--- src/hdl/bte_ram.sv ---
// ----------------------------------------------------------------------------
// bte_ram: generic single write, single read memory
// one write port, one read port with registered read data
// ----------------------------------------------------------------------------
module bte_ram #(
   parameter int WIDTH = 32,
   parameter int DEPTH = 64
) (
   input  logic                     clock,
   input  logic                     wr_en,
   input  logic [$clog2(DEPTH)-1:0] wr_addr,
   input  logic [WIDTH-1:0]         wr_data,
   input  logic [$clog2(DEPTH)-1:0] rd_addr,
   output logic [WIDTH-1:0]         rd_data
);

   logic [WIDTH-1:0] mem_ff [DEPTH];
   logic [WIDTH-1:0] rd_data_ff;

   always_ff @(posedge clock) begin
      if (wr_en) begin
         mem_ff[wr_addr] <= wr_data;
      end
      rd_data_ff <= mem_ff[rd_addr];
   end

   assign rd_data = rd_data_ff;

endmodule

--- config.mk ---
export PLATFORM = sky130hd
export DESIGN_NAME = bte_ram
export DESIGN_NICKNAME = d
export VERILOG_FILES = /design/src/hdl/bte_ram.sv
export SDC_FILE = /design/constraint.sdc
export NUM_CORES = 2
export LEC_CHECK = 0
export ABC_AREA = 1
export ABC_CLOCK_PERIOD_IN_PS = 13140
export BUFFER_PORTS_ARGS = -buffer_cell sky130_fd_sc_hd__buf_2
export CAP_MARGIN = 10
export CORE_MARGIN = 5
export CORE_UTILIZATION = 41
export CTS_CLUSTER_DIAMETER = 150
export DETAILED_ROUTE_END_ITERATION = 8
export GPL_ROUTABILITY_DRIVEN = 0
export GPL_TIMING_DRIVEN = 0
export REMOVE_ABC_BUFFERS = 1
export SYNTH_ARGS = -nofsm -noshare
export SYNTH_HDL_FRONTEND = slang
export SYNTH_SLANG_ARGS = --single-unit
--- constraint.sdc ---
create_clock -name clock -period 13.14 [get_ports clock]
set_input_delay 0 -clock clock [delete_from_list [all_inputs] [get_ports clock]]
set_output_delay 0 -clock clock [all_outputs]
set_load 0.02 [all_outputs]
==> run metrics <==
Via Count=53100; Worst Setup SP=rd_addr[0]; vias in the first global route=48900; Syn Area/Cell=12.2 um2; drt pass-1 iters=6; Multi-input gate area=18800 um2; Slew Limit Fails=0; CTS tree=built; Reg2Reg Setup Slack=11.29 ns; Die ar.=211000 um2; maximum VDD drop=100 uV; Slew @ Worst Pin=1.32 ns; layout cell share with drive strength beyond 1=8.37%; Root Buffer=clkbuf_16; crit start category=primary input; most common cell in the netlist=nand2_1; post-layout util=47.1%; Seq/Total Area, Yosys=75.1%; register area=62100 um2; Period minus WS final=3.62 ns; Synth top cells by count=2248 x nand2_1, 2048 x edfxtp_1, 1907 x nand3_1; CTS buffer count=195; top_reg_cell synth=edfxtp_1; WL/cell=24.1 um; crit path cell chain=buf_8 -> inv_16 -> buf_16 -> buf_16 -> buf_16 -> nand2_1 -> nand3_1 -> nand3_1 -> nand3_1 -> nand3_1 -> nand2_1 -> nand2_1 -> nand2_1; Mapped Cells=6769; via density per instance=5.51; Worst path depth=13; Synth-to-Final Area Change=14.0%; Slew HR=11.9%; Site Rows=164; fill cell count=17500; Worst R2R Start=mem_ff[54][9]; final hold violation count=0; slowest CP cell=buf_16; Iter 0 DRT Violations=6442; PD cells=144 nW/um2; Synth cell types=16; status=finished clean; MaxCap Viol Count=0; clk_lat worst skew=0.82 ns; final hold slack=0.0671 ns; WP buf/inv=5; clock sink total=2080; Nets=6856; DP Wirelength=124 mm; final period utilization=27.6%; DRC Markers=0; Synth area leaders=edfxtp_1 74%, nand3_1 12%, nand2_1 10%; Clock Skew=0.0200 ns; Pleak=32.8 nW; Total Power=13.6 mW; clock tree buffer depth=3; IO buf count=77; Critical Path Sink=rd_data[26]; IO Count=78; initial core utilization=41.3%; R2R Path End=rd_data[9]; critical path class=primary input to flop; Worst path top cell family by delay=buffers and inverters; Post-Route WL=232 mm; share of the synthesized area in the top cell type=74.3%; Fmax achieved=276 MHz; Post-synth ARST share=0%; chip width=459 um; Critical Path RT=13.88 ns; largest net degree at the start of global routing=233; Core Region=200000 um2; initial antenna violation count=11; Max H-tree Level=4; synthesized area=82700 um2; post-synth top area cell=edfxtp_1; RSZ-0062 raised after global routing=no; worst-path fanout max=232; CP arrival=4.36 ns; CTS clk-pin slew, worst paths=0.06 ns; R2R cell count=8; Setup Viol. Count Final=0; slowest stage delay, CP=0.65 ns; min-delay src=rd_addr[2]; first-pass GRT wire length=334 mm; Crit. End Element=flop; number of synthesized register bits=2080; ANT nets after route=0; Post-synth EDFFs=2048; Yosys warning count=0; Tot GR Track Use=21.4%; HP Class=primary input to flop; # Post-CTS Setup Buffers=0; Die Y=459 um; global route overflow=0
-- registers in the layout, summed over array words and instances (netlist names) --
register	cells
rd_data	32
mem_ff	2048
-- through the flow --
stage	cell area, um2	setup slack [ns]	instances	setup TNS [ns]
finish	94300	9.52	9639	0
global route	94300	9.30	9636	0
CTS	93500	9.64	9581	0
detailed placement	87300	8.79	9198	0
global placement	84200	-47.94	9053	-1526.06
floorplan	80500	7.60	6320	0
-- how the worst min path moves through the flow --
stage,to,slack [ns],cells after the start
after detailed placement,rd_data[14],0.42,1
after global routing,rd_data[13],0.09,7
final,rd_data[30],0.07,7
after CTS,mem_ff[23][17],0.002,1
after floorplan,mem_ff[0][0],0.1,0
after global placement,rd_data[1],0.42,1
-- cell families (layout without fill, tap and decap cells) --
family        after synthesis  count (layout)  share of synthesized area (%)
simple gates             4228            4228                           22.1
flops                    2080            2080                           75.1
buf+inv                   461             667                           2.78
other cells                 0               8                              0
-- worst register-to-register path: stages (launching register included) --
cell and delay [ns]:
edfxtp_1 0.37, nand2_1 0.08, nand3_1 0.10, nand3_1 0.13, nand3_1 0.11, nand3_1 0.31
nand2_1 0.10, nand2_1 0.29, nand2_1 0.21
-- cells in the final DEF (no fill, tap or decap) --
cell type      instances
clkinv_2              42
nor4_2                 8
clkinvlp_4             6
inv_16                 1
clkbuf_8               3
inv_6                  4
buf_4                 52
inv_8                  3
diode_2                8
dlygate4sd3_1         45
inv_1                  7
bufinv_16              9
buf_2                 71
inv_4                  1
clkinv_1              49
clkbuf_16            203
clkbuf_1              46
buf_6                  2
edfxtp_1            2048
dfxtp_1               32
buf_8                  4
nand4_1                9
nor2_4                56
buf_12                80
buf_16                39
nand3_1             1907
nand2_1             2248
-- final cells by class --
class                           count  share of cell area [%]
Sequential cell                  2080                    65.9
Clock buffer                      252                    5.61
Clock inverter                    110                   0.789
Inverter                           12                  0.0915
Antenna cell                        8                  0.0212
Timing Repair Buffer              293                    4.19
Tap cell                         2656                    3.52
Multi-Input combinational cell   4228                    19.9
-- repair_timing --
action                    CTS  global route
hold endpoints to repair  468          1419
gates resized for setup     0             0
hold buffers               21            24
-- layer usage --
metal / GRT usage, % / wire length, um / up-vias
li1: - / - / 24200
met1: 29.6 / 94900 / 26200
met2: 33.3 / 108000 / 2291
met3: 3.50 / 18700 / 440
met4: 9.75 / 10600 / 2
met5: 0.430 / 126 / -
-- report_power, final --
| group | switching, mW | leakage (nW) | total, mW | internal, mW |
|---|---|---|---|---|
| clock | 2.38 | 2.96 | 5.38 | 3.01 |
| sequential | 0.0138 | 18.7 | 7.35 | 7.34 |
| combinational | 0.657 | 11.2 | 0.885 | 0.228 |
| total | 3.05 | 32.8 | 13.6 | 10.6 |
Power figures use the tool's default switching activity.
