## src/hdl/bte_pkg.sv

```systemverilog
// ----------------------------------------------------------------------------
// bte_pkg: shared definitions for the bigram transition estimator
// request codes, fixed field widths and default parameter values
// ----------------------------------------------------------------------------
package bte_pkg;

   // request codes carried on req_type
   localparam logic [1:0] REQ_START  = 2'd0;
   localparam logic [1:0] REQ_SYMBOL = 2'd1;
   localparam logic [1:0] REQ_READ   = 2'd2;

   // fixed field widths
   localparam int REQ_TYPE_BITS  = 2;
   localparam int SYM_BITS       = 6;
   localparam int ALPHA_BITS     = 7;
   localparam int FRAC_BITS      = 16;
   localparam int Q_BITS         = FRAC_BITS + 1;
   localparam int OUT_COUNT_BITS = 32;

   localparam logic [ALPHA_BITS-1:0]     ALPHA_RESET   = 7'd52;
   localparam logic [OUT_COUNT_BITS-1:0] OUT_COUNT_MAX = 32'hFFFF_FFFF;

   // default parameter values
   localparam int DEFAULT_MAX_SYMBOLS = 64;
   localparam int DEFAULT_COUNT_BITS  = 32;

endpackage

```

## src/hdl/bte_div.sv

```systemverilog
// ----------------------------------------------------------------------------
// bte_div: iterative fraction divider
// floor(num * 2^16 / den) for num <= den, one quotient bit per cycle
// ----------------------------------------------------------------------------
module bte_div #(
   parameter int DEN_BITS = 33
) (
   input  logic                       clock,
   input  logic                       reset,
   input  logic                       start,
   input  logic [DEN_BITS-1:0]        num,
   input  logic [DEN_BITS-1:0]        den,
   output logic                       done,
   output logic [bte_pkg::Q_BITS-1:0] quotient
);
   import bte_pkg::*;

   localparam int STEP_BITS = $clog2(Q_BITS);

   logic [DEN_BITS:0]    rem_ff, rem_in;
   logic [DEN_BITS-1:0]  den_ff, den_in;
   logic [Q_BITS-1:0]    quo_ff, quo_in;
   logic [STEP_BITS-1:0] step_ff, step_in;
   logic                 busy_ff, busy_in;
   logic                 done_ff, done_in;
   logic [DEN_BITS:0]    trial;
   logic                 fits;

   // first step compares the numerator itself (integer bit), then shift in zeros
   always_comb begin
      trial = (step_ff == '0) ? rem_ff : {rem_ff[DEN_BITS-1:0], 1'b0};
      fits  = trial >= {1'b0, den_ff};
   end

   always_comb begin
      rem_in  = rem_ff;
      den_in  = den_ff;
      quo_in  = quo_ff;
      step_in = step_ff;
      busy_in = busy_ff;
      done_in = 1'b0;
      if (start) begin
         rem_in  = {1'b0, num};
         den_in  = den;
         quo_in  = '0;
         step_in = '0;
         busy_in = 1'b1;
      end else if (busy_ff) begin
         rem_in  = fits ? (trial - {1'b0, den_ff}) : trial;
         quo_in  = {quo_ff[Q_BITS-2:0], fits};
         step_in = step_ff + STEP_BITS'(1);
         if (step_ff == STEP_BITS'(Q_BITS - 1)) begin
            busy_in = 1'b0;
            done_in = 1'b1;
         end
      end
   end

   always_ff @(posedge clock) begin
      if (reset) begin
         busy_ff <= 1'b0;
         done_ff <= 1'b0;
         step_ff <= '0;
      end else begin
         busy_ff <= busy_in;
         done_ff <= done_in;
         step_ff <= step_in;
      end
      rem_ff <= rem_in;
      den_ff <= den_in;
      quo_ff <= quo_in;
   end

   assign done     = done_ff;
   assign quotient = quo_ff;

endmodule

```

## config.mk

```make
export PLATFORM = sky130hd
export DESIGN_NAME = bte_div
export DESIGN_NICKNAME = d
export VERILOG_FILES = /design/src/hdl/bte_pkg.sv /design/src/hdl/bte_div.sv
export SDC_FILE = /design/constraint.sdc
export NUM_CORES = 1
export LEC_CHECK = 0
export BUFFER_PORTS_ARGS = -buffer_cell sky130_fd_sc_hd__buf_4
export CAP_MARGIN = 15
export CELL_PAD_IN_SITES_DETAIL_PLACEMENT = 1
export CELL_PAD_IN_SITES_GLOBAL_PLACEMENT = 1
export CORE_AREA = 2 2 115 117
export CTS_CLUSTER_DIAMETER = 60
export DETAILED_ROUTE_END_ITERATION = 10
export DIE_AREA = 0 0 117 119
export GPL_TIMING_DRIVEN = 0
export HOLD_SLACK_MARGIN = 0.15
export PLACE_DENSITY_LB_ADDON = 0.1
export SLEW_MARGIN = 20
export SYNTH_ARGS = -nofsm -noshare
export SYNTH_HDL_FRONTEND = slang
export SYNTH_SLANG_ARGS = --single-unit
export TNS_END_PERCENT = 5
```

## constraint.sdc

```tcl
create_clock -name clock -period 11 [get_ports clock]
set_input_delay 0 -clock clock [delete_from_list [all_inputs] [get_ports clock]]
set_output_delay 0 -clock clock [all_outputs]
set_load 0.02 [all_outputs]
```

==> impl_metrics.py <==
metrics = {
    "run_status": {
        "status": "complete, no violations",
    },
    "clock_tree": {
        "cts_tree": "yes",
        "insertion_delay_ps": 360,
        "clockBufferDepth": 2,
        "hold_buffers": 67,
        "post-cts-setup-buffer-count": 0,
        "clockRootBuffer": "clkbuf_16",
        "clk_pin_slew_worst_paths_ps": 80,
        "numCtsBuffers": 9,
        "post_cts_resized": 0,
        "htree_levels": 3,
        "cts.sinks": 91,
    },
    "pwr": {
        "p_int_mw": 0.893,
        "power_frac_seq": 0.298,
        "irDropWorstVdd_mv": 0.103,
        "power.density_nw_per_um2": 196,
        "switching_power_mw": 0.640,
        "power_frac_comb": 0.495,
        "leakage_nw": 3.33,
        "p_clk_frac": 0.208,
        "sw_frac_of_total": 0.417,
    },
    "floorplan": {
        "dieArea_sq_um": 13900,
        "start_util": 0.465,
        "rows": 42,
        "dieHeight_um": 119,
        "coreArea_sq_um": 12900,
        "io_pins": 87,
        "die_w_um": 117,
    },
    "layout": {
        "layout.area.seq_sq_um": 2480,
        "n_fill_cell": 1457,
        "num_antenna_cells": 0,
        "multiInputGateArea_sq_um": 3210,
        "synthToLayoutAreaGrowth_pct": 31.1,
        "drive_above_1_share": 0.182,
        "finalNetCount": 901,
    },
    "synthesis": {
        "synthTopCellsByArea": "edfxtp_1, dfxtp_1, ha_1, mux2_2, nand2_1",
        "synth_top_area_share": 0.331,
        "synth_most_common_cell": "edfxtp_1",
        "syn-instance-count": 631,
        "syn_nets": 736,
        "avgSynthCellArea_sq_um": 9.48,
        "async_reset_ff_frac": 0,
        "post-synth-top-area-cell": "edfxtp_1",
        "synth_edf_count": 66,
        "syn-cell-area_sq_um": 5980,
        "synth_common_cells": "edfxtp_1, nand2_1, nor2_1",
        "ys_seq_elements": 91,
        "yosysWarnings": 0,
        "synthFlopType": "edfxtp_1",
        "ys_types": 62,
        "seq_area_frac_synth": 0.415,
    },
    "detailed_routing": {
        "route.met3.wl_um": 986,
        "drc": 0,
        "drtPass1Iterations": 4,
        "totalWireLength_um": 20700,
        "drt-vias-per-instance": 5.78,
        "dr.max_layer_used": "met4",
        "wire_per_inst_um": 21.2,
        "drtAntennaViolNets": 0,
        "vias": 5648,
        "drt-met1-wl_um": 8840,
        "dr_wl_met2_um": 10200,
        "drt_iter0_markers": 325,
    },
    "worst_hold_path": {
        "hp-start": "start",
        "hold_path.class": "in -> reg",
        "min_to": "den_ff[24]",
        "hold-path-cell-count": 1,
    },
    "critical_path": {
        "crit_path_start_kind": "register",
        "cp_max_fo": 10,
        "timing.rr.end": "rem_ff[4]",
        "worstPathArrival_ps": 6390,
        "setup.worst_path.end_class": "register",
        "reg2reg_from": "step_ff[0]",
        "cp.required_ps": 11190,
        "reg2reg_depth": 16,
        "regToRegSetupSlack_ps": 4810,
        "critical_path_class": "reg -> reg",
    },
    "timing": {
        "max-slew-margin-rel": 0.355,
        "period_minus_slack_ps": 6190,
        "timing.fmax_mhz": 161,
        "finalClockSkew_ps": 13.4,
        "hold_ws_ps": 161,
        "tightest_slew_ps": 968,
        "timing.setup.tns_ps": 0,
        "hold_viol": 0,
        "maxSlewViolCount": 0,
        "finalCritPeriodShare": 0.563,
        "rsz0062_at_grt": "no",
        "setup_viol": 0,
    },
    "global_routing": {
        "grt_overflow": 0,
        "gr-usage-all-layers": 0.307,
        "grt_pass1_wl_um": 32200,
        "grt_pass1_vias": 6081,
        "antenna_found_initial": 0,
        "grt_max_degree": 37,
    },
    "placement": {
        "place_congestion": 0.926,
        "detailed_place_hpwl_um": 13600,
        "port_buffers": 86,
    },
    "flow_run": {
        "cap_violations": 0,
    },
}
flip-flops by register name (all words and copies together) (netlist names):
name,cells
done,1
step_ff,5
den_ff,33
rem_ff,34
busy_ff,1
quotient,17
cells in the final DEF (no fill, tap or decap), drive strengths merged, types with 11 or more instances in the layout:
master       count
inv             57
nor2            58
a21o            11
nand3           14
nand2           64
dfxtp           25
a31oi           18
xnor2           11
ha              35
a21oi           41
edfxtp          66
mux2i           22
dlygate4sd3     67
mux2            34
buf             93
clkbuf          29
o21ai           20
layout make-up:
cell class,count,share of cell area
buffer,26,0.0128
clock buffer,9,0.0287
clock inverter,7,0.00846
inverter,51,0.0244
multi-input combinational,463,0.410
sequential,91,0.317
tap,176,0.0281
timing repair buffer,154,0.171
worst max path at each step:
stage,startpoint,endpoint,slack (ps),depth (start not counted)
after CTS,step_ff[0],rem_ff[7],5100,16
after detailed placement,step_ff[0],rem_ff[7],5130,16
after floorplan,step_ff[0],rem_ff[29],6830,15
after global routing,step_ff[0],rem_ff[4],4560,16
after global placement,step_ff[0],rem_ff[13],5300,16
final,step_ff[0],rem_ff[4],4810,16
cell families after synthesis:
kind of cell / synth area share
compound gates: 0.165
xor+xnor: 0.0293
fa+ha+maj: 0.0766
buf+inv: 0.0487
flops: 0.415
mux: 0.101
simple gates: 0.164
critical path, stage by stage, from the launching register on:
cell,delay [ps]
dfxtp_1,360
inv_1,80
ha_1,180
nor4b_4,540
clkbuf_1,790
mux2_2,440
ha_1,250
a211oi_1,280
o211ai_1,170
a221o_1,360
o2111ai_1,510
and4_1,310
or2_1,250
clkbuf_1,470
clkbuf_1,630
nand2_1,180
a31oi_1,220
power by group through the flow:
stage                     clock (mW)  combinational [mW]  sequential [mW]
final                          0.318               0.759            0.456
after global routing           0.333               0.825            0.461
after floorplan                    0               0.513            0.451
after CTS                      0.321               0.737            0.455
after detailed placement           0               0.709            0.463
after global placement             0               0.682            0.460
through the flow:
step | worst slack [ps] | std cells | cell area (sq um) | power [mW] | utilization
6_report | 4810 | 977 | 7840 | 1.53 | 0.609
2_1_floorplan | 6830 | 631 | 5980 | 0.964 | -
5_1_grt | 4560 | 977 | 7840 | 1.62 | 0.609
4_1_cts | 5100 | 977 | 7840 | 1.51 | 0.609
3_5_place_dp | 5130 | 894 | 6880 | 1.17 | 0.534
3_3_place_gp | 5300 | 893 | 6850 | 1.14 | 0.532
layer usage:
layer | global-route usage | up-vias
li1 | - | 2640
met1 | 0.386 | 2788
met2 | 0.515 | 176
met3 | 0.0560 | 44
met4 | 0.126 | 0
met5 | 0 | -
Power figures use the tool's default switching activity.
